[src/design/pat_pkg.sv]
// Shared types and constants of the peer address table.
package pat_pkg;

    // Configuration port
    localparam int CFG_ADDR_W = 3;
    localparam int CFG_DATA_W = 32;
    localparam logic REG_MAX_ENTRIES = 1'b0;

    // Field widths
    localparam int ADDR_HALF_W = 64;
    localparam int PORT_W      = 16;
    localparam int FLOW_W      = 32;
    localparam int SCOPE_W     = 32;
    localparam int LEN_W       = 16;
    localparam int CONN_W      = 16;
    localparam int STATUS_W    = 3;
    localparam int SLOT_W      = 5;
    localparam int OCC_W       = 6;
    localparam int MAX_W       = 6;
    localparam int KEY_W       = 2 * ADDR_HALF_W + PORT_W + FLOW_W + SCOPE_W;

    localparam logic [MAX_W-1:0] MAX_ENTRIES_RST = 6'd32;
    localparam int DEFAULT_TABLE_DEPTH = 32;

    typedef enum logic [STATUS_W-1:0] {
        STS_HIT         = 3'd0,
        STS_INSERTED    = 3'd1,
        STS_FULL        = 3'd2,
        STS_ZERO_LEN    = 3'd3,
        STS_REMOVED     = 3'd4,
        STS_REMOVE_MISS = 3'd5
    } t_status;

    // Controller to datapath commands
    typedef struct packed {
        logic start;
        logic scan_step;
        logic commit;
    } t_dp_cmd;

    // Datapath to controller status
    typedef struct packed {
        logic scan_last;
        logic out_free;
    } t_dp_stat;

endpackage

[src/design/pat_ctrl.sv]
// Sequencer of the peer address table: accept, scan, drain, decide.
module pat_ctrl (
    input  logic              i_clk,
    input  logic              i_rst_n,
    input  logic              i_in_valid,
    output logic              o_in_ready,
    input  pat_pkg::t_dp_stat i_stat,
    output pat_pkg::t_dp_cmd  o_cmd
);
    import pat_pkg::*;

    typedef enum logic [3:0] {
        S_IDLE   = 4'b0001,
        S_SCAN   = 4'b0010,
        S_DRAIN  = 4'b0100,
        S_DECIDE = 4'b1000
    } t_state;

    t_state r_state;
    t_state n_state;

    assign o_in_ready = (r_state == S_IDLE);

    always_comb begin
        n_state         = r_state;
        o_cmd.start     = 1'b0;
        o_cmd.scan_step = 1'b0;
        o_cmd.commit    = 1'b0;
        case (r_state)
            S_IDLE: begin
                if (i_in_valid) begin
                    o_cmd.start = 1'b1;
                    n_state     = S_SCAN;
                end
            end
            S_SCAN: begin
                o_cmd.scan_step = 1'b1;
                if (i_stat.scan_last) begin
                    n_state = S_DRAIN;
                end
            end
            S_DRAIN: begin
                n_state = S_DECIDE;
            end
            S_DECIDE: begin
                // hold until the result register can take the outcome
                if (i_stat.out_free) begin
                    o_cmd.commit = 1'b1;
                    n_state      = S_IDLE;
                end
            end
            default: begin
                n_state = S_IDLE;
            end
        endcase
    end

    always_ff @(posedge i_clk) begin
        if (!i_rst_n) begin
            r_state <= S_IDLE;
        end else begin
            r_state <= n_state;
        end
    end

endmodule

[config.mk]
export PLATFORM = sky130hd
export DESIGN_NAME = pat_ctrl
export DESIGN_NICKNAME = d
export VERILOG_FILES = /design/src/design/pat_pkg.sv /design/src/design/pat_ctrl.sv
export SDC_FILE = /design/constraint.sdc
export NUM_CORES = 1
export LEC_CHECK = 0
export CORE_AREA = 2 2 39 41
export CTS_BUF_LIST = sky130_fd_sc_hd__clkbuf_8
export DETAILED_ROUTE_END_ITERATION = 10
export DIE_AREA = 0 0 41 43
export DONT_BUFFER_PORTS = 1
export SLEW_MARGIN = 20
export SYNTH_ARGS = -nofsm -noshare
export SYNTH_HDL_FRONTEND = slang
export SYNTH_SLANG_ARGS = --single-unit
[constraint.sdc]
create_clock -name i_clk -period 1.35 [get_ports i_clk]
set_clock_uncertainty 0.1 [all_clocks]
set_input_delay 0.27 -clock i_clk [delete_from_list [all_inputs] [get_ports i_clk]]
set_output_delay 0.27 -clock i_clk [all_outputs]
set_load 0.01 [all_outputs]
After elaboration in Yosys (flattened, before gate mapping)
Index checks and enable logic that the tools add are counted.
{ "classes": {"n_eq_ne": 7, "muxes": 9, "n_reduce_logical": 1} }
{ "op_table": {"columns": ["operator", "n"], "rows": [
  ["one-hot mux 4 bit (4 select lines)", 1],
  ["2-to-1 mux 4 bit", 3],
  ["inequality test 2 bit, second input constant", 3],
  ["2-to-1 mux 1 bit", 5],
  ["== test 4 x 1 -> 1 bit, second input constant", 1],
  ["== test 4 x 2 -> 1 bit, second input constant", 1],
  ["== test 4 x 3 -> 1 bit, second input constant", 1],
  ["== test 4 bit, second input constant", 1],
  ["AND reduction 3 bit", 1]
]} }
{ "word_totals": {"register_bits": 4, "inputBits": 5, "output_inout_bits": 4} }

Longest topological paths before layout
{ "logic_depth": {"depth_word": 3, "mapped_depth": 3} }

Worst setup path after synthesis
OpenSTA, ideal clock, no wires.
{ "synth_timing": {"path_type": "register -> output", "from": "reg r_state[3]", "to": "out o_cmd[2] in the netlist's numbering", "arrival_ns": 0.931, "slack_ns": 0.049, "path_stages_with_launch": 3, "n_path_buf": 0, "path_cell_list": "dfxtp_1 -> nor4b_2 -> and2_1"} }
{ "synth_rtl": {"columns": ["item", "line", "text"], "rows": [
  ["start: declaration", "pat_ctrl.sv:19", "t_state r_state;"],
  ["start signal: assignment", "pat_ctrl.sv:62", "r_state <= n_state;"],
  ["end: declaration", "pat_ctrl.sv:8", "output pat_pkg::t_dp_cmd o_cmd"]
]} }

==> run metrics <==
syn_area_per_cell 9.157 um^2; Util after Layout 0.2170; Post-DRT Antenna Nets 0; Post-synth top cells dfxtp_1, nor2_1, nand2_1, nor3_1; failing checks setup timing; Net Count, Synth 27; CTS tree built; final hold vios 0; Antenna diodes 0; Max Freq 722.6 MHz; RSZ-0062 raised after global routing true; Post-synth EDFFs 0; final instance area 300.3 um^2; hold_ws 0.05414 ns; R2R Setup Slk 0.20 ns; die height 43 um; CP cell instances nor4b_4 -> and2_4; WHS Path Cells 1; CTS HTree Levels 1; P&R area growth vs syn 49.07%; largest area contributor in the netlist dfxtp_1; Top Registers r_state x4; Place WS 0.1403 ns; Mapped Area 201.4 um^2; Die Wd 41 um; number of port buffers 0; kind of critical path reg2out; delay-heaviest family, CP simple AND/OR/NAND/NOR gates; Setup-failing EPs final 2; dominant synthesized flop cell dfxtp_1; r2r startpoint r_state[3]$_SDFFE_PN0P_; row cnt 14; wire per inst 10.33 um; Worst Tran Pin Value 0.2273 ns; Filler cells 153; DP HPWL 323.3 um; P per Cell Area 1389 mW/mm^2; Final #Nets 34; most common cell in the netlist dfxtp_1; initial antenna violation count 0; Seq/Total Area, Yosys 0.3975; post-synth top area share 0.3975; CP Capture Type primary output; Max VDD drop 0.0001949 V; R2R depth 4; RD Place Congestion 0.5903; largest net degree at the start of global routing 7; first-pass GRT wire length 641 um; Slowest-stage cell, CP dfxtp_2; Clock Sinks 4; Final Instance Count excl. Fillers 43; P_leak 0.1500 nW; Min-Delay Endpoint r_state[0]$_SDFFE_PN1P_; number of vias per cell 4.256; Num CTS Buffers 3; Clock Path Buffers 2; Slew Limit Fails 0; RR Endpoint r_state[0]$_SDFFE_PN1P_; synth warn 0; Startpoint Class register; Multi-input gate area 133.9 um^2; Detailed Route Iter0 Violations 2; Root Driver clkbuf_8; IO Pins 9; Starting Density 0.1456; Core Region 0.001384 mm^2; MaxCap Viol Count 0; Buf+Inv Stages, Crit Path 0; Relative slew margins 0.8476; Worst EP required 0.98 ns; DP Area 229.0 um^2; TritonRoute pass-1 iters 2; gr usage total 0.06620; Synth area leaders dfxtp_1, nor4b_2, a31oi_2; final WL 444 um; max incr delay on CP 0.33 ns; worst hold-check path type in2reg; Tmin final 1.384 ns; drt drc 0; Vias 183; Tcrit/Tclk final 1.025; Worst EP arrival 1.01 ns; grt ovf 0; fin worst setup slack -0.03393 ns; Post-Synthesis Cells 22; max reg flops 4; FF+latch count, synth 4; register area 86.33 um^2; total die area 0.001763 mm^2; Reg clk slew, reported paths 0.03 ns; Crit Path Max Fanout 4; layout cells sized above 1 0.4444; status finished with violations; Clock Latency Late Sink 0.22 ns; Distinct cells, synth 15; Top reg by flops r_state; hold path start i_rst_n; Async S/R FF share, synth 0; Placed Cells 39; vias in the first global route 171
-- repair_timing --
item,4_1_cts,5_1_grt
pin swaps,2,2
gates resized for setup,5,2
setup endpoints to repair,3,3
buffers inserted,1,0
hold buffers,0,0
-- cell usage in the layout, fill, tap and decap left out --
cell type  synthesis  routed
a31oi_2            1       1
and2_4             0       1
and4b_1            1       1
buf_4              0       2
clkbuf_8           0       3
dfxtp_1            4       1
dfxtp_2            0       2
dfxtp_4            0       1
inv_1              1       1
nand2_1            2       2
nand2b_1           1       1
nand3b_1           1       1
nor2_1             3       3
nor2b_1            1       1
nor3_1             2       1
nor3_2             0       1
nor3b_1            1       1
nor4b_4            0       1
o211a_1            1       1
o21a_1             1       1
-- metal layers --
layer	global-route usage	vias up	part of all wire
met5	0	-	0
met4	0.1000	0	0.038
met3	0.05759	2	0.15
met2	0.07813	9	0.46
met1	0.04808	83	0.35
li1	-	89	-
-- logic make-up after synthesis --
group                  share of synthesized area
AND/OR/NAND/NOR                           0.4349
flip-flops                                0.3975
AO/OA/AOI/OAI                             0.1491
buffers and inverters                    0.01862
-- worst max path at each step --
stage	slack [ns]	cells after the start	startpoint	to
2_1_floorplan	0.05	2	r_state[3]$_SDFFE_PN0P_	o_cmd[2]
3_3_place_gp	0.16	2	r_state[3]$_SDFFE_PN0P_	o_cmd[2]
3_5_place_dp	0.14	2	r_state[3]$_SDFFE_PN0P_	o_cmd[2]
4_1_cts	-0.06	2	r_state[3]$_SDFFE_PN0P_	o_cmd[2]
5_1_grt	-0.09	2	r_state[1]$_SDFFE_PN0P_	o_cmd[2]
6_report	-0.03	2	r_state[1]$_SDFFE_PN0P_	o_cmd[2]
-- area by class of cell --
cell class	count	area share
multi-input cells	17	0.4458
flip-flops and latches	4	0.2875
clock buffers	3	0.1375
well taps	16	0.06667
repair buffers	2	0.05000
inverters	1	0.01250
-- stage by stage --
stage                     setup TNS, ns  total power [W]
final                          -0.03998        0.0004172
after global routing            -0.1909        0.0004368
after CTS                      -0.09656        0.0004231
after detailed placement              0        0.0001630
after global placement                0        0.0001629
after floorplan                       0        0.0001544
-- worst reg2reg max path: cells and delay by family, from the launching register on --
kind            cells  cell delay (ns)
compound gates      2             0.37
buf+inv             1             0.14
flops               1             0.35
simple gates        1             0.13
-- report_power, final --
part	total [W]	switching, W	internal (W)	leakage, nW
clock network	0.000250	0.0000602	0.000190	0.0216
logic	0.0000391	0.0000156	0.0000235	0.0941
registers	0.000128	0.00000553	0.000122	0.0343
Note: power is estimated with default switching activity, not from simulation.
